File: config.mk
export PLATFORM = sky130hd
export DESIGN_NAME = otc_core
export DESIGN_NICKNAME = d
export VERILOG_FILES = /design/src/rtl/core/otc_pkg.sv /design/src/rtl/core/otc_core.sv
export SDC_FILE = /design/constraint.sdc
export NUM_CORES = 1
export LEC_CHECK = 0
export ABC_AREA = 1
export BUFFER_PORTS_ARGS = -buffer_cell sky130_fd_sc_hd__buf_2
export CAP_MARGIN = 20
export CORE_MARGIN = 8
export CORE_UTILIZATION = 50
export DETAILED_ROUTE_END_ITERATION = 6
export PLACE_DENSITY = 0.75
export RECOVER_POWER = 50
export SETUP_SLACK_MARGIN = 0.02
export SLEW_MARGIN = 25
export SYNTH_ARGS = -nofsm -noshare
export SYNTH_HDL_FRONTEND = slang
export SYNTH_SLANG_ARGS = --single-unit
File: constraint.sdc
create_clock -name clock -period 4.8 [get_ports clock]
set_clock_uncertainty 0.05 [all_clocks]
set_input_delay 0.96 -clock clock [delete_from_list [all_inputs] [get_ports clock]]
set_output_delay 0.96 -clock clock [all_outputs]
set_load 0.02 [all_outputs]
File: src/rtl/core/otc_pkg.sv
`timescale 1ns / 1ps
`default_nettype none
// ----------------------------------------------------------------------------
// otc_pkg
// Shared types and constants of the oversampled triggered capture unit.
// ----------------------------------------------------------------------------
package otc_pkg;

   localparam int SAMPLE_W   = 12;
   localparam int COUNT_W    = 10;
   localparam int CSR_INDEX_W = 1;
   localparam int CSR_DATA_W = 12;

   // raw samples per averaged point, and how many are held per dma group
   localparam int GROUP      = 4;
   localparam int OVERSAMPLE = 4;
   localparam int OS_SHIFT   = $clog2(OVERSAMPLE);
   localparam int SUM_W      = SAMPLE_W + OS_SHIFT;
   localparam int ROUND      = OVERSAMPLE / 2 + 1;

   // previous average carries one extra bit so it can sit above full scale
   localparam int PREV_W     = SAMPLE_W + 1;
   localparam logic [PREV_W-1:0]     PREV_RESET          = PREV_W'(4096);
   localparam logic [SAMPLE_W-1:0]   TRIGGER_LEVEL_RESET = SAMPLE_W'(2048);
   localparam logic [COUNT_W-1:0]    SAMPLE_COUNT_RESET  = COUNT_W'(256);

   typedef enum logic [1:0] {
      OP_START = 2'd0,
      OP_DMA   = 2'd1,
      OP_TICK  = 2'd2,
      OP_READ  = 2'd3
   } opcode_type;

   typedef enum logic [1:0] {
      STATUS_OK       = 2'd0,
      STATUS_SKIPPED  = 2'd1,
      STATUS_ORDER    = 2'd2,
      STATUS_COMPLETE = 2'd3
   } status_type;

   typedef enum logic [CSR_INDEX_W-1:0] {
      CSR_TRIGGER_LEVEL = 1'b0,
      CSR_SAMPLE_COUNT  = 1'b1
   } csr_index_type;

   typedef struct packed {
      status_type status;
      logic       triggered;
      logic       done;
      logic       read_hit;
   } result_type;

endpackage
`default_nettype wire

File: src/rtl/core/otc_core.sv
`timescale 1ns / 1ps
`default_nettype none
// ----------------------------------------------------------------------------
// otc_core
// Capture state, settings registers and per-item update logic: averaging,
// falling-edge trigger, ring drop and completion, plus store addressing.
// ----------------------------------------------------------------------------
module otc_core #(
   parameter int BUFFER_DEPTH = 512
) (
   input  wire logic                                    clock,
   input  wire logic                                    reset,
   input  wire logic                                    csr_write_enable,
   input  wire logic [otc_pkg::CSR_INDEX_W-1:0]         csr_index,
   input  wire logic [otc_pkg::CSR_DATA_W-1:0]          csr_write_data,
   input  wire logic                                    item_fire,
   input  wire otc_pkg::opcode_type                     item_opcode,
   input  wire logic [otc_pkg::SAMPLE_W-1:0]            item_sample_a,
   input  wire logic [otc_pkg::SAMPLE_W-1:0]            item_sample_b,
   input  wire logic [otc_pkg::SAMPLE_W-1:0]            item_sample_c,
   input  wire logic [otc_pkg::SAMPLE_W-1:0]            item_sample_d,
   input  wire logic [$clog2(BUFFER_DEPTH)-1:0]         item_read_index,
   output otc_pkg::result_type                          result,
   output logic      [$clog2(BUFFER_DEPTH+1)-1:0]       fill_level,
   output logic                                         ram_write_enable,
   output logic      [$clog2(BUFFER_DEPTH)-1:0]         ram_write_addr,
   output logic      [otc_pkg::SAMPLE_W-1:0]            ram_write_data,
   output logic                                         ram_read_enable,
   output logic      [$clog2(BUFFER_DEPTH)-1:0]         ram_read_addr
);

   import otc_pkg::*;

   localparam int AW = $clog2(BUFFER_DEPTH);
   localparam int FW = $clog2(BUFFER_DEPTH + 1);
   localparam int QUARTER   = BUFFER_DEPTH / 4;
   localparam int DROP_MARK = (BUFFER_DEPTH * 3) / 4;
   localparam int LATCH_RESET = (256 > BUFFER_DEPTH) ? BUFFER_DEPTH : 256;

   typedef enum logic [1:0] {
      PHASE_IDLE,
      PHASE_ARMED,
      PHASE_READY,
      PHASE_DONE
   } phase_type;

   phase_type              phase_ff, phase_in;
   logic [SAMPLE_W-1:0]    held_ff [GROUP];
   logic [SAMPLE_W-1:0]    held_in [GROUP];
   logic [FW-1:0]          count_ff, count_in;
   logic [AW-1:0]          base_ff, base_in;
   logic                   trig_ff, trig_in;
   logic [PREV_W-1:0]      prev_ff, prev_in;
   logic [FW-1:0]          latched_ff, latched_in;
   logic [SAMPLE_W-1:0]    level_ff;
   logic [COUNT_W-1:0]     sample_count_ff;

   logic [SUM_W-1:0]       sum;
   logic [SAMPLE_W-1:0]    avg;
   logic [FW-1:0]          count_inc;
   logic                   trig_window;
   logic                   write_req;
   logic                   read_req;
   logic [AW-1:0]          write_pos;
   logic [AW-1:0]          read_pos;
   logic [AW-1:0]          base_adv;

   // operands stay below twice the depth, so one conditional subtract wraps
   function automatic logic [AW-1:0] wrap_addr(input logic [AW:0] value);
      logic [AW:0] trimmed;
      trimmed = (value >= (AW+1)'(BUFFER_DEPTH)) ? value - (AW+1)'(BUFFER_DEPTH) : value;
      return trimmed[AW-1:0];
   endfunction

   // rounded mean; four 12-bit samples plus rounding never exceed full scale
   always_comb begin
      sum = SUM_W'(ROUND);
      for (int i = 0; i < OVERSAMPLE; i++) begin
         sum = sum + SUM_W'(held_ff[i % GROUP]);
      end
   end
   assign avg = sum[SUM_W-1:OS_SHIFT];

   assign count_inc   = count_ff + FW'(1);
   assign trig_window = !trig_ff && (count_inc >= (latched_ff >> 1));
   assign write_pos   = wrap_addr({1'b0, base_ff} + (AW+1)'(count_ff));
   assign read_pos    = wrap_addr({1'b0, base_ff} + {1'b0, item_read_index});
   assign base_adv    = wrap_addr({1'b0, base_ff} + (AW+1)'(QUARTER));

   always_comb begin
      phase_in   = phase_ff;
      held_in    = held_ff;
      count_in   = count_ff;
      base_in    = base_ff;
      trig_in    = trig_ff;
      prev_in    = prev_ff;
      latched_in = latched_ff;
      write_req  = 1'b0;
      read_req   = 1'b0;
      result.status   = STATUS_OK;
      result.read_hit = 1'b0;

      unique case (item_opcode)
         OP_START: begin
            if (32'(sample_count_ff) > 32'(BUFFER_DEPTH)) begin
               latched_in = FW'(BUFFER_DEPTH);
            end else begin
               latched_in = FW'(sample_count_ff);
            end
            count_in = '0;
            base_in  = '0;
            trig_in  = 1'b0;
            prev_in  = PREV_RESET;
            phase_in = PHASE_ARMED;
         end
         OP_DMA: begin
            if (phase_ff == PHASE_ARMED) begin
               held_in[0] = item_sample_a;
               held_in[1] = item_sample_b;
               held_in[2] = item_sample_c;
               held_in[3] = item_sample_d;
               phase_in   = PHASE_READY;
            end else begin
               result.status = STATUS_ORDER;
            end
         end
         OP_TICK: begin
            if (phase_ff == PHASE_READY) begin
               write_req = 1'b1;
               count_in  = count_inc;
               phase_in  = PHASE_ARMED;
               if (trig_window) begin
                  prev_in = {1'b0, avg};
               end
               priority if (trig_window && (prev_ff > {1'b0, level_ff}) && (avg < level_ff)) begin
                  trig_in = 1'b1;
               end else if (!trig_ff && (32'(count_inc) > 32'(DROP_MARK))) begin
                  // untriggered and nearly full: forget the oldest quarter
                  base_in  = base_adv;
                  count_in = count_inc - FW'(QUARTER);
               end else if (count_inc >= latched_ff) begin
                  phase_in      = PHASE_DONE;
                  result.status = STATUS_COMPLETE;
               end else begin
                  phase_in = PHASE_ARMED;
               end
            end else if (phase_ff == PHASE_ARMED) begin
               result.status = STATUS_SKIPPED;
            end else begin
               result.status = STATUS_ORDER;
            end
         end
         OP_READ: begin
            if (FW'(item_read_index) < count_ff) begin
               read_req        = 1'b1;
               result.read_hit = 1'b1;
            end else begin
               result.status = STATUS_ORDER;
            end
         end
         default: begin
            result.status = STATUS_ORDER;
         end
      endcase

      result.triggered = trig_in;
      result.done      = (phase_in == PHASE_DONE);
   end

   assign fill_level       = count_in;
   assign ram_write_enable = item_fire && write_req;
   assign ram_write_addr   = write_pos;
   assign ram_write_data   = avg;
   assign ram_read_enable  = item_fire && read_req;
   assign ram_read_addr    = read_pos;

   always_ff @(posedge clock) begin
      if (reset) begin
         phase_ff        <= PHASE_IDLE;
         for (int i = 0; i < GROUP; i++) begin
            held_ff[i] <= '0;
         end
         count_ff        <= '0;
         base_ff         <= '0;
         trig_ff         <= 1'b0;
         prev_ff         <= PREV_RESET;
         latched_ff      <= FW'(LATCH_RESET);
         level_ff        <= TRIGGER_LEVEL_RESET;
         sample_count_ff <= SAMPLE_COUNT_RESET;
      end else begin
         if (item_fire) begin
            phase_ff   <= phase_in;
            held_ff    <= held_in;
            count_ff   <= count_in;
            base_ff    <= base_in;
            trig_ff    <= trig_in;
            prev_ff    <= prev_in;
            latched_ff <= latched_in;
         end
         if (csr_write_enable) begin
            unique case (csr_index_type'(csr_index))
               CSR_TRIGGER_LEVEL: level_ff        <= csr_write_data[SAMPLE_W-1:0];
               CSR_SAMPLE_COUNT:  sample_count_ff <= csr_write_data[COUNT_W-1:0];
               default: begin
               end
            endcase
         end
      end
   end

endmodule
`default_nettype wire

==> key figures, run 1 <==
Setup path
  – Crit path DAT: 4.49 ns
  – Startpoint types: flip-flop
  – CP Capture Type: output pin
  – CP max stage delay: 0.51 ns
  – WP data required: 3.79 ns
  – Slowest CP cell: fa_1
  – CP cell instances: inv_2, fa_1, fa_1, inv_2, ha_4, a21oi_2, o21ai_1, a21o_1, nand2_2, nand2_4, a21o_1, xor2_1, inv_1, ha_2, nand4_1, a21oi_1, nor2_2, nand2_2, nor2_4, nand2_4, nand3_2, buf_4, a21oi_1, buf_4
  – CP Class: flip-flop to output pin
  – Worst Reg-to-Reg Cells: 28
  – CP max FO: 8
  – WP depth: 24
  – Cell family with most CP delay: adder cells
  – Buffers & Inverters on Critical Path: 5

Clock tree
  – CTS Buf Count: 9
  – # hold bufs at CTS: 0
  – Clk_lat worst skew: 0.36 ns
  – TritonCTS clock tree: done
  – Root Driver: clkbuf_16
  – Clk sinks: 108
  – H-tree Lvls: 3
  – Clk pin slew, worst setup/hold paths: 0.08 ns
  – CTS Buffer Depth: 2

Timing
  – Final Cycle Share: 1.15
  – RSZ-0062 raised after global routing: true
  – Final Hold Viols: 0
  – Final WS setup: -0.701 ns
  – Slew @ Worst Pin: 2.40 ns
  – Max-slew violation count: 104
  – Hold slack: 0.430 ns
  – Max-slew headroom: -0.599
  – Tmin final: 5.50 ns
  – Maximum clock frequency: 0.182 GHz
  – Setup TNS: -4.44 ns
  – Finish-stage setup viols: 7

Synthesis
  – Register area share after synthesis: 0.314
  – Main synth FF type: dfxtp_1
  – EDFF count, synth: 0
  – Mapped Cells: 944
  – Async S/R FF share, synth: 0
  – Synth Net Count: 1112
  – Syn avg cell area: 7.30 µm²
  – Post-synth top cells: 174 x inv_1, 143 x nand2_1, 108 x a21oi_1, 108 x dfxtp_1, 95 x o21ai_0
  – Yosys reg bits: 108
  – Yosys top cell area share: 0.314
  – Area leader, netlist: dfxtp_1
  – Most frequent cell after synthesis: inv_1
  – Count of cell types in the netlist: 38
  – Top cells by area, synth: dfxtp_1 31%, ha_1 13%, inv_1 9.5%
  – Synthesis Warnings: 0
  – Post-Synthesis Cell Area: 0.00690 mm²

Route
  – DRC Markers: 0
  – Avg WL per Cell: 13.9 µm
  – Via count: 6621
  – Vias per Instance: 5.17
  – Count of antenna-violating nets left after detailed routing: 0
  – Drt pass-1 iters: 5
  – Initial drt markers: 252
  – DRT Wirelength: 17800 µm

Pwr
  – Comb power frac: 0.231
  – Power Internal: 0.00148 W
  – Worst vdd ir: 195 µV
  – Static leakage: 4.13 nW
  – Sw Ratio: 0.316
  – Share of power burned in registers: 0.437
  – Pwr dens: 253 mW/mm²
  – Clk network pwr share: 0.332
  – Sw power: 0.000685 W

Place
  – Hpwl dp: 13300 µm
  – Placer Congestion: 0.862
  – # port buffers: 122
  – Post-Place Cell Area: 0.00812 mm²
  – Cells after DPL: 1258

Status
  – Status: finished with violations
  – Failing checks: max-capacitance violations, max-slew violations, negative setup slack

Hold path
  – Hold path depth: 2
  – Tightest Hold Check Type: flip-flop to flip-flop

Final layout
  – Register Area: 0.00217 mm²
  – # fillers: 1236
  – Nets: 1263
  – Design Area, Final: 0.00857 mm²
  – Multi-input logic area: 0.00413 mm²
  – ANT cells: 0
  – Layout cell share with drive strength beyond 1: 0.230
  – Area grow syn2layout: 24.3%
  – Final Non-Filler Cells: 1280
  – Layout Utilization: 0.627

Floorplanning
  – Full die area: 0.0178 mm²
  – Core ar.: 0.0137 mm²
  – Die Height: 133 µm
  – Num ports: 123
  – Initial Utilization: 0.505
  – Die W: 133 µm
  – Num rows: 43

Job
  – MaxCap Viol Count: 2

Global route
  – Global-route wire length before repair: 29800 µm
  – GR Overflow Total: 0
  – Pin count of the biggest net entering global routing: 78
  – Vias in the first global route: 6441
  – Total Routing Usage GR: 0.201
  – Initial antenna violation count: 1
==> per-stage QoR <==
step                power [W]  setup slack, ns
floorplan             0.00128          -0.0159
global placement      0.00142           -0.272
detailed placement    0.00144           -0.358
CTS                   0.00217           -0.689
global route          0.00228           -0.980
finish                0.00217           -0.701
==> power groups by stage <==
stage	combinational [W]	clock [W]	sequential, W
3_5_place_dp	0.000468	0	0.000968
2_1_floorplan	0.000314	0	0.000961
5_1_grt	0.000565	0.000762	0.000951
4_1_cts	0.000493	0.000727	0.000947
3_3_place_gp	0.000458	0	0.000967
6_report	0.000500	0.000720	0.000947
==> logic make-up after synthesis <==
group                      synth area share
AOI/OAI and AO/OA                     0.186
xor gates and xnor gates             0.0203
adders and majority gates             0.191
buffers and inverters                 0.128
DFF                                   0.314
and+or+nand+nor                       0.161
==> flip-flops by register name (all words and copies together), names as in the netlist <==
signal           count
base_ff              2
count_ff            10
held_ff             48
latched_ff          10
level_ff            12
phase_ff             2
prev_ff             13
sample_count_ff     10
trig_ff              1
==> what timing repair did <==
action | 4_1_cts | 5_1_grt
buffers inserted | 13 | 2
setup endpoints to repair | 7 | 8
resized for setup | 20 | 34
pin swaps | 28 | 25
==> layout by cell type (no fill, tap or decap), types with 23 or more instances in the layout <==
cell type  synthesis  final
a21oi_1          108    103
buf_2              4     94
buf_4              7     63
dfxtp_1          108    103
ha_1              70     61
inv_1            174    162
nand2_1          143    126
nand3_1           29     23
nor2_1            64     63
o21ai_0           95     92
==> worst reg2reg max path, delay by kind of cell (launching register included) <==
| kind | cells | cell delay [ns] |
|---|---|---|
| and+or+nand+nor | 12 | 1.04 |
| buffers and inverters | 5 | 0.35 |
| DFF | 1 | 0.32 |
| xor gates and xnor gates | 1 | 0.16 |
| AOI/OAI and AO/OA | 6 | 0.84 |
| adders and majority gates | 4 | 1.43 |
==> per-layer routing <==
metal,global-route usage,wire length (µm)
met2,0.351,8580
met5,0,10
met1,0.239,7770
met3,0.0463,1090
met4,0.0630,353
==> final cells by class <==
cell class | instances | share of cell area
sequential | 108 | 0.253
timing repair buffer | 186 | 0.129
inverter | 177 | 0.0777
multi-input combinational | 613 | 0.482
clock inverter | 7 | 0.00613
tap | 180 | 0.0263
clock buffer | 9 | 0.0263
==> worst paths after layout <==
| kind | slack, ns | end | from |
|---|---|---|---|
| max | -0.70 | result[3] | held_ff[15]$_SDFFE_PP0P_ |
| min | 0.43 | prev_ff[10]$_SDFFE_PP0P_ | prev_ff[10]$_SDFFE_PP0P_ |
| max reg2reg | 0.51 | base_ff[7]$_SDFFE_PP0P_ | held_ff[15]$_SDFFE_PP0P_ |
| min reg2reg | 0.43 | prev_ff[10]$_SDFFE_PP0P_ | prev_ff[10]$_SDFFE_PP0P_ |
Power figures use the tool's default switching activity.
==> run 2, diff against run 1 <==
BUFFER_PORTS_ARGS = not set   (was -buffer_cell sky130_fd_sc_hd__buf_2)
DONT_BUFFER_PORTS = 1   (was not set)
PLACE_DENSITY = 0.68   (was 0.75)
==> run 2 against run 1 <==
Compared with the run above:
- the run still ends with max-capacitance violations, max-slew violations, negative setup slack left
- setup slack gained 0.11 ns
- routed wire length shrank 7.5%
- global-route usage shrank 1.4 points
- critical path type unchanged
- critical endpoint unchanged
- largest cell class unchanged
- largest power group unchanged
==> key figures, run 2 (synthesis results as in run 1) <==
Route
  – Initial drt markers: 287 (+14%)
  – DRT Wirelength: 16500 µm (-7.5%)
  – Drt pass-1 iters: 4 (-1)
  – Vias per Instance: 5.07 (-2.1%)
  – Via count: 5907 (-11%)
  – Avg WL per Cell: 14.1 µm (+1.6%)
  – Count of antenna-violating nets left after detailed routing: 0 (unchanged)
  – DRC Markers: 0 (unchanged)

Final layout
  – Area grow syn2layout: 16.9%
  – Register Area: 0.00217 mm² (about the same)
  – Nets: 1149 (-9.0%)
  – Commonest non-fill, non-tap cell in the layout: inv_1
  – Layout cell share with drive strength beyond 1: 0.160 (-0.0698)
  – Most frequent cells in the layout: 159 x inv_1, 130 x nand2_1, 103 x a21oi_1
  – ANT cells: 0 (unchanged)
  – Layout Utilization: 0.590 (-0.0372)
  – Regs by FF count: held_ff: 48 flops, prev_ff: 13 flops, level_ff: 12 flops
  – Multi-input logic area: 0.00419 mm² (+1.4%)
  – Max reg flops: 48 (unchanged)
  – Design Area, Final: 0.00806 mm² (-5.9%)
  – Reg with most FFs: held_ff
  – # fillers: 1275 (+3.2%)

Pwr
  – Pwr Total: 0.00211 W (-2.6%)
  – Pwr dens: 262 mW/mm² (+3.5%)
  – Worst vdd ir: 166 µV (-15%)
  – Static leakage: 3.70 nW (-10%)

Global route
  – GR Overflow Total: 0 (unchanged)
  – Pin count of the biggest net entering global routing: 80 (+2.6%)
  – Initial antenna violation count: 0 (-1)
  – Total Routing Usage GR: 0.187 (-0.0140)
  – Vias in the first global route: 5768 (-10%)
  – Global-route wire length before repair: 27100 µm (-9.0%)

Place
  – Placer Congestion: 0.837 (-2.8%)
  – # port buffers: 0 (-100%)
  – Post-Place Cell Area: 0.00756 mm² (-7.0%)
  – Hpwl dp: 12800 µm (-4.1%)

Clock tree
  – Root Driver: clkbuf_16
  – H-tree Lvls: 3 (unchanged)
  – TritonCTS clock tree: done
  – CTS Buf Count: 9 (unchanged)
  – Clk sinks: 108 (unchanged)
  – # hold bufs at CTS: 0 (unchanged)
  – CTS Buffer Depth: 2 (unchanged)
  – Clk pin slew, worst setup/hold paths: 0.08 ns (about the same)
  – Clk_lat worst skew: 0.36 ns (about the same)

Setup path
  – WP data required: 3.79 ns (about the same)
  – Crit path DAT: 4.38 ns (-0.11 ns)
  – CP Capture Type: output pin
  – CP Class: flip-flop to output pin
  – Startpoint types: flip-flop
  – CP max FO: 8 (unchanged)

Timing
  – Setup TNS: -3.86 ns (+0.586 ns)
  – Max-slew headroom: -0.604 (-0.00551)
  – Tmin final: 5.39 ns (-0.108 ns)
  – Maximum clock frequency: 0.185 GHz (+2.0%)
  – Final WS setup: -0.592 ns (+0.108 ns)
  – Finish-stage setup viols: 7 (unchanged)
  – Final Cycle Share: 1.12 (-0.0226)
  – Max-slew violation count: 154 (+48%)
  – RSZ-0062 raised after global routing: true
  – Final Hold Viols: 0 (unchanged)
  – Slew @ Worst Pin: 2.41 ns (+0.00827 ns)

Floorplanning
  – Num rows: 43 (unchanged)
  – Num ports: 123 (unchanged)
  – Die Height: 133 µm (unchanged)
  – Core ar.: 0.0137 mm² (unchanged)
  – Initial Utilization: 0.505 (unchanged)
  – Die W: 133 µm (unchanged)
  – Full die area: 0.0178 mm² (unchanged)

Status
  – Failing checks: max-capacitance violations, max-slew violations, negative setup slack
  – Status: finished with violations

Job
  – MaxCap Viol Count: 2 (unchanged)

Hold path
  – Tightest Hold Check Type: flip-flop to flip-flop
[run 2: cell count changes in the layout (fill, tap and decap cells not counted), moves of 4 or more]
cell / change
nand3_4: +4
buf_2: -94
clkbuf_1: -18
nand2_1: +4
inv_2: +4
buf_6: -5
inv_6: +4
nand2_2: -7
[run 2: metrics by stage]
| step | instances | worst slack (ns) | hold WS, ns |
|---|---|---|---|
| 6_report | 1166 | -0.592 | 0.418 |
| 5_1_grt | 1166 | -0.843 | 0.443 |
| 4_1_cts | 1163 | -0.568 | 0.421 |
| 3_5_place_dp | 1142 | -0.275 | 0.409 |
| 3_3_place_gp | 1142 | -0.217 | 0.405 |
| 2_1_floorplan | 944 | -0.0159 | 0.382 |
[run 2: power by group]
| part | total, W | internal (W) | switching [W] | leakage, nW |
|---|---|---|---|---|
| Combinational | 0.000431 | 0.000165 | 0.000266 | 2.69 |
| Sequential | 0.000950 | 0.000927 | 0.0000231 | 0.882 |
| Clock | 0.000728 | 0.000360 | 0.000368 | 0.129 |
| Total | 0.00211 | 0.00145 | 0.000658 | 3.70 |
[run 2: path summary, 6_finish.rpt]
check / from / end / slack, ns / cells after the start
worst max-delay path: held_ff[17]$_SDFFE_PP0P_ / result[3] / -0.59 / 24
worst min-delay path: prev_ff[4]$_SDFFE_PP0P_ / prev_ff[4]$_SDFFE_PP0P_ / 0.42 / 2
worst max register to register: held_ff[17]$_SDFFE_PP0P_ / count_ff[8]$_SDFFE_PP0P_ / 0.54 / 27
worst min register to register: prev_ff[4]$_SDFFE_PP0P_ / prev_ff[4]$_SDFFE_PP0P_ / 0.42 / 2
[run 2: what timing repair did]
action | in CTS | in global routing
pin swaps | 20 | 22
endpoints found under the setup margin | 7 | 7
gates resized for setup | 24 | 28
setup buffers | 5 | 3
endpoints found under the hold margin | 0 | 0
[run 2: critical path, cell delays in order (launching register included)]
cell and delay, ns:
dfxtp_2 0.33, inv_2 0.04, fa_1 0.48, fa_1 0.50, inv_2 0.04, ha_4 0.22, a21oi_2 0.15, o21ai_2 0.07
a21o_1 0.17, nand2_1 0.08, nand2_2 0.07, a21o_1 0.19, xor2_1 0.14, inv_1 0.08, ha_2 0.31, nand4_1 0.12
a21oi_1 0.15, nor2_1 0.06, nand2_1 0.08, nor2_2 0.06, nand2_4 0.13, nand3_4 0.11, buf_6 0.16, a21oi_4 0.14
buf_6 0.13
[run 2: metal layers]
layer / vias to the layer above / track usage / share of wire
li1: 3107 / - / -
met5: - / 0 / 0
met2: 99 / 0.323 / 0.49
met3: 16 / 0.0606 / 0.067
met1: 2685 / 0.210 / 0.43
met4: 0 / 0.0686 / 0.015
[run 2: layout make-up]
class | instances | area share
Clock buffer | 9 | 0.0279
Timing Repair Buffer | 72 | 0.0661
Multi-Input combinational cell | 613 | 0.519
Inverter | 177 | 0.0824
Clock inverter | 7 | 0.00714
Sequential cell | 108 | 0.269
Tap cell | 180 | 0.0279
==> run 3, diff against run 2 <==
CELL_PAD_IN_SITES_DETAIL_PLACEMENT = 1   (was not set)
CELL_PAD_IN_SITES_GLOBAL_PLACEMENT = 2   (was not set)
CORE_UTILIZATION = 33   (was 50)
PLACE_DENSITY = not set   (was 0.68)
PLACE_DENSITY_LB_ADDON = 0.1   (was not set)
==> run 3 against run 2 <==
Compared with the run above:
- the run still ends with max-capacitance violations, max-slew violations, negative setup slack left
- fmax fell by 0.92%
- sequential cell count did not move
- register-to-register slack got worse by 0.11 ns
- clock-buffer cell count rose by 1
- largest power group unchanged
- sequential share of layout area fell by 1.0 points
- critical endpoint is now ram_write_data[8]
- non-clock buffer count rose by 22
- total power rose by 4.1%
- first-iteration DRC count fell by 40%
- routed wire length rose by 28%
==> key figures, run 3 (synthesis results as in run 1) <==
Global route
  – GR Util met2: 0.302 (-0.0209)
  – Total Routing Usage GR: 0.163 (-0.0237)
  – Met3 GRT Util: 0.0497 (-0.0110)
  – Vias in the first global route: 6918 (+20%)
  – Met1 Use GR: 0.172 (-0.0387)
  – Initial antenna violation count: 0 (unchanged)
  – GR Overflow Total: 0 (unchanged)
  – Pin count of the biggest net entering global routing: 45 (-44%)
  – Global-route wire length before repair: 34300 µm (+27%)
  – Grt peak-use layer: met2

Final layout
  – Layout cell share with drive strength beyond 1: 0.188 (+0.0282)
  – ANT cells: 0 (unchanged)
  – Max reg flops: 48 (unchanged)
  – Multi-input logic area: 0.00419 mm² (+0.18%)
  – Commonest non-fill, non-tap cell in the layout: inv_1
  – # fillers: 2561 (+100%)
  – Nets: 1171 (+1.9%)
  – Reg with most FFs: held_ff
  – Most frequent cells in the layout: 158 x inv_1, 126 x nand2_1, 102 x a21oi_1
  – Regs by FF count: held_ff: 48 flops, prev_ff: 13 flops, level_ff: 12 flops
  – Area grow syn2layout: 21.8%
  – Final Non-Filler Cells: 1283 (+10%)
  – Register Area: 0.00217 mm² (+0.12%)

Place
  – Cells after DPL: 1245 (+9.0%)
  – Placer Congestion: 0.814 (-2.8%)
  – # port buffers: 0 (unchanged)
  – Hpwl dp: 16800 µm (+32%)
  – Placement Setup Slack: -0.348 ns (-0.0728 ns)

Floorplanning
  – Core ar.: 0.0208 mm² (+52%)
  – Num rows: 53 (+23%)
  – Die W: 161 µm (+20%)
  – Num ports: 123 (unchanged)
  – Die Height: 161 µm (+20%)
  – Full die area: 0.0258 mm² (+45%)
  – Initial Utilization: 0.332 (-0.172)

Timing
  – Setup TNS: -4.57 ns (-0.714 ns)
  – Max-slew violation count: 42 (-73%)
  – Max-slew headroom: -0.0329 (+0.571)
  – Final WS setup: -0.642 ns (-0.0500 ns)
  – Finish-stage setup viols: 8 (+1)
  – Maximum clock frequency: 0.184 GHz (-0.92%)
  – Final Cycle Share: 1.13 (+0.0104)
  – RSZ-0062 raised after global routing: true
  – Final Hold Viols: 0 (unchanged)
  – Tmin final: 5.44 ns (+0.0500 ns)
  – Slew @ Worst Pin: 1.55 ns (-0.857 ns)
  – Hold slack: 0.419 ns (+0.00105 ns)

Route
  – Via count: 6239 (+5.6%)
  – DRT Wirelength: 21000 µm (+28%)
  – DRC Markers: 0 (unchanged)
  – Vias per Instance: 4.86 (-4.0%)
  – Drt pass-1 iters: 4 (unchanged)
  – Count of antenna-violating nets left after detailed routing: 0 (unchanged)
  – Initial drt markers: 171 (-40%)
  – Avg WL per Cell: 16.4 µm (+16%)

Setup path
  – CP Class: flip-flop to output pin
  – WP data required: 3.79 ns (about the same)
  – CP Capture Type: output pin
  – Register-to-register setup slack: 0.43 ns (-0.11 ns)
  – CP max FO: 4 (-4)
  – Startpoint types: flip-flop
  – Worst Reg-to-Reg Cells: 30 (+11%)
  – R2r startpoint: held_ff[27]$_SDFFE_PP0P_
  – FF-to-FF End: count_ff[9]$_SDFFE_PP0P_
  – Crit path DAT: 4.43 ns (+0.05 ns)

Clock tree
  – TritonCTS clock tree: done
  – Clk sinks: 108 (unchanged)
  – CTS Buffer Depth: 2 (unchanged)
  – Clk_lat worst skew: 0.36 ns (about the same)
  – Clk pin slew, worst setup/hold paths: 0.08 ns (about the same)
  – CTS Buf Count: 9 (unchanged)
  – Root Driver: clkbuf_16
  – H-tree Lvls: 3 (unchanged)

Status
  – Status: finished with violations
  – Failing checks: max-capacitance violations, max-slew violations, negative setup slack

Pwr
  – Static leakage: 3.85 nW (+4.1%)
  – Worst vdd ir: 145 µV (-12%)
  – Pwr dens: 261 mW/mm² (-0.10%)

Hold path
  – Hold_sp: prev_ff[4]$_SDFFE_PP0P_
  – Hold path depth: 2 (unchanged)
  – Tightest Hold Check Type: flip-flop to flip-flop
  – Hold path endpoint: prev_ff[4]$_SDFFE_PP0P_

Job
  – MaxCap Viol Count: 1 (-1)
-- run 3: report_power, final --
group | switching (W) | leakage [nW] | internal (W) | total, W
clock network | 0.000380 | 0.146 | 0.000377 | 0.000757
registers | 0.0000234 | 0.883 | 0.000927 | 0.000950
logic | 0.000294 | 2.83 | 0.000194 | 0.000488
-- run 3: area by class of cell --
cell class                 instances  area share
inverter                         177      0.0791
clock inverter                     6     0.00611
clock buffer                      10      0.0285
sequential                       108       0.259
tap                              275      0.0410
timing repair buffer              94      0.0872
multi-input combinational        613       0.499
-- run 3: worst max path at each step --
stage                                         from           endpoint  slack (ns)  depth (start not counted)
after floorplan           held_ff[29]$_SDFFE_PP0P_          result[2]       -0.02                         26
after global placement    held_ff[27]$_SDFFE_PP0P_          result[2]       -0.32                         26
after detailed placement  held_ff[29]$_SDFFE_PP0P_          result[4]       -0.35                         26
after CTS                 held_ff[29]$_SDFFE_PP0P_          result[1]       -0.68                         24
after global routing      held_ff[16]$_SDFFE_PP0P_      fill_level[9]       -0.87                         27
final                     held_ff[27]$_SDFFE_PP0P_  ram_write_data[8]       -0.64                         26
-- run 3: worst max-delay path: stages (launching register included) --
cell and delay [ns]:
dfxtp_2 0.33, inv_2 0.04, fa_1 0.48, fa_1 0.51
inv_2 0.05, ha_4 0.28, inv_1 0.07, nor3_2 0.15
a21o_1 0.16, nand2_1 0.07, nand2_2 0.09, a21o_1 0.14
xor2_1 0.15, inv_1 0.11, buf_4 0.15, buf_4 0.13
buf_4 0.13, buf_6 0.11, buf_6 0.10, buf_6 0.10
buf_6 0.10, buf_6 0.10, buf_6 0.11, buf_6 0.11
buf_6 0.10, buf_6 0.10, buf_6 0.12
-- run 3: routing by layer --
layer  up-vias  wire length, µm
met5         -                0
met4         0              422
met3        29             1390
met2       107            10800
met1      2952             8440
li1       3151                -
-- run 3: through the flow --
stage	utilization	instance area (µm²)	total power, W
4_1_cts	0.401	8330	0.00222
2_1_floorplan	-	7070	0.00128
5_1_grt	0.405	8400	0.00233
3_5_place_dp	0.373	7740	0.00141
6_report	0.405	8400	0.00220
3_3_place_gp	0.373	7740	0.00139
-- run 3: what timing repair did --
action | 4_1_cts | 5_1_grt
gates cloned | 0 | 0
endpoints found under the hold margin | 0 | 0
setup buffers | 19 | 3
resized for setup | 43 | 25
endpoints found under the setup margin | 7 | 8
pin swaps | 14 | 17
hold buffers | 0 | 0
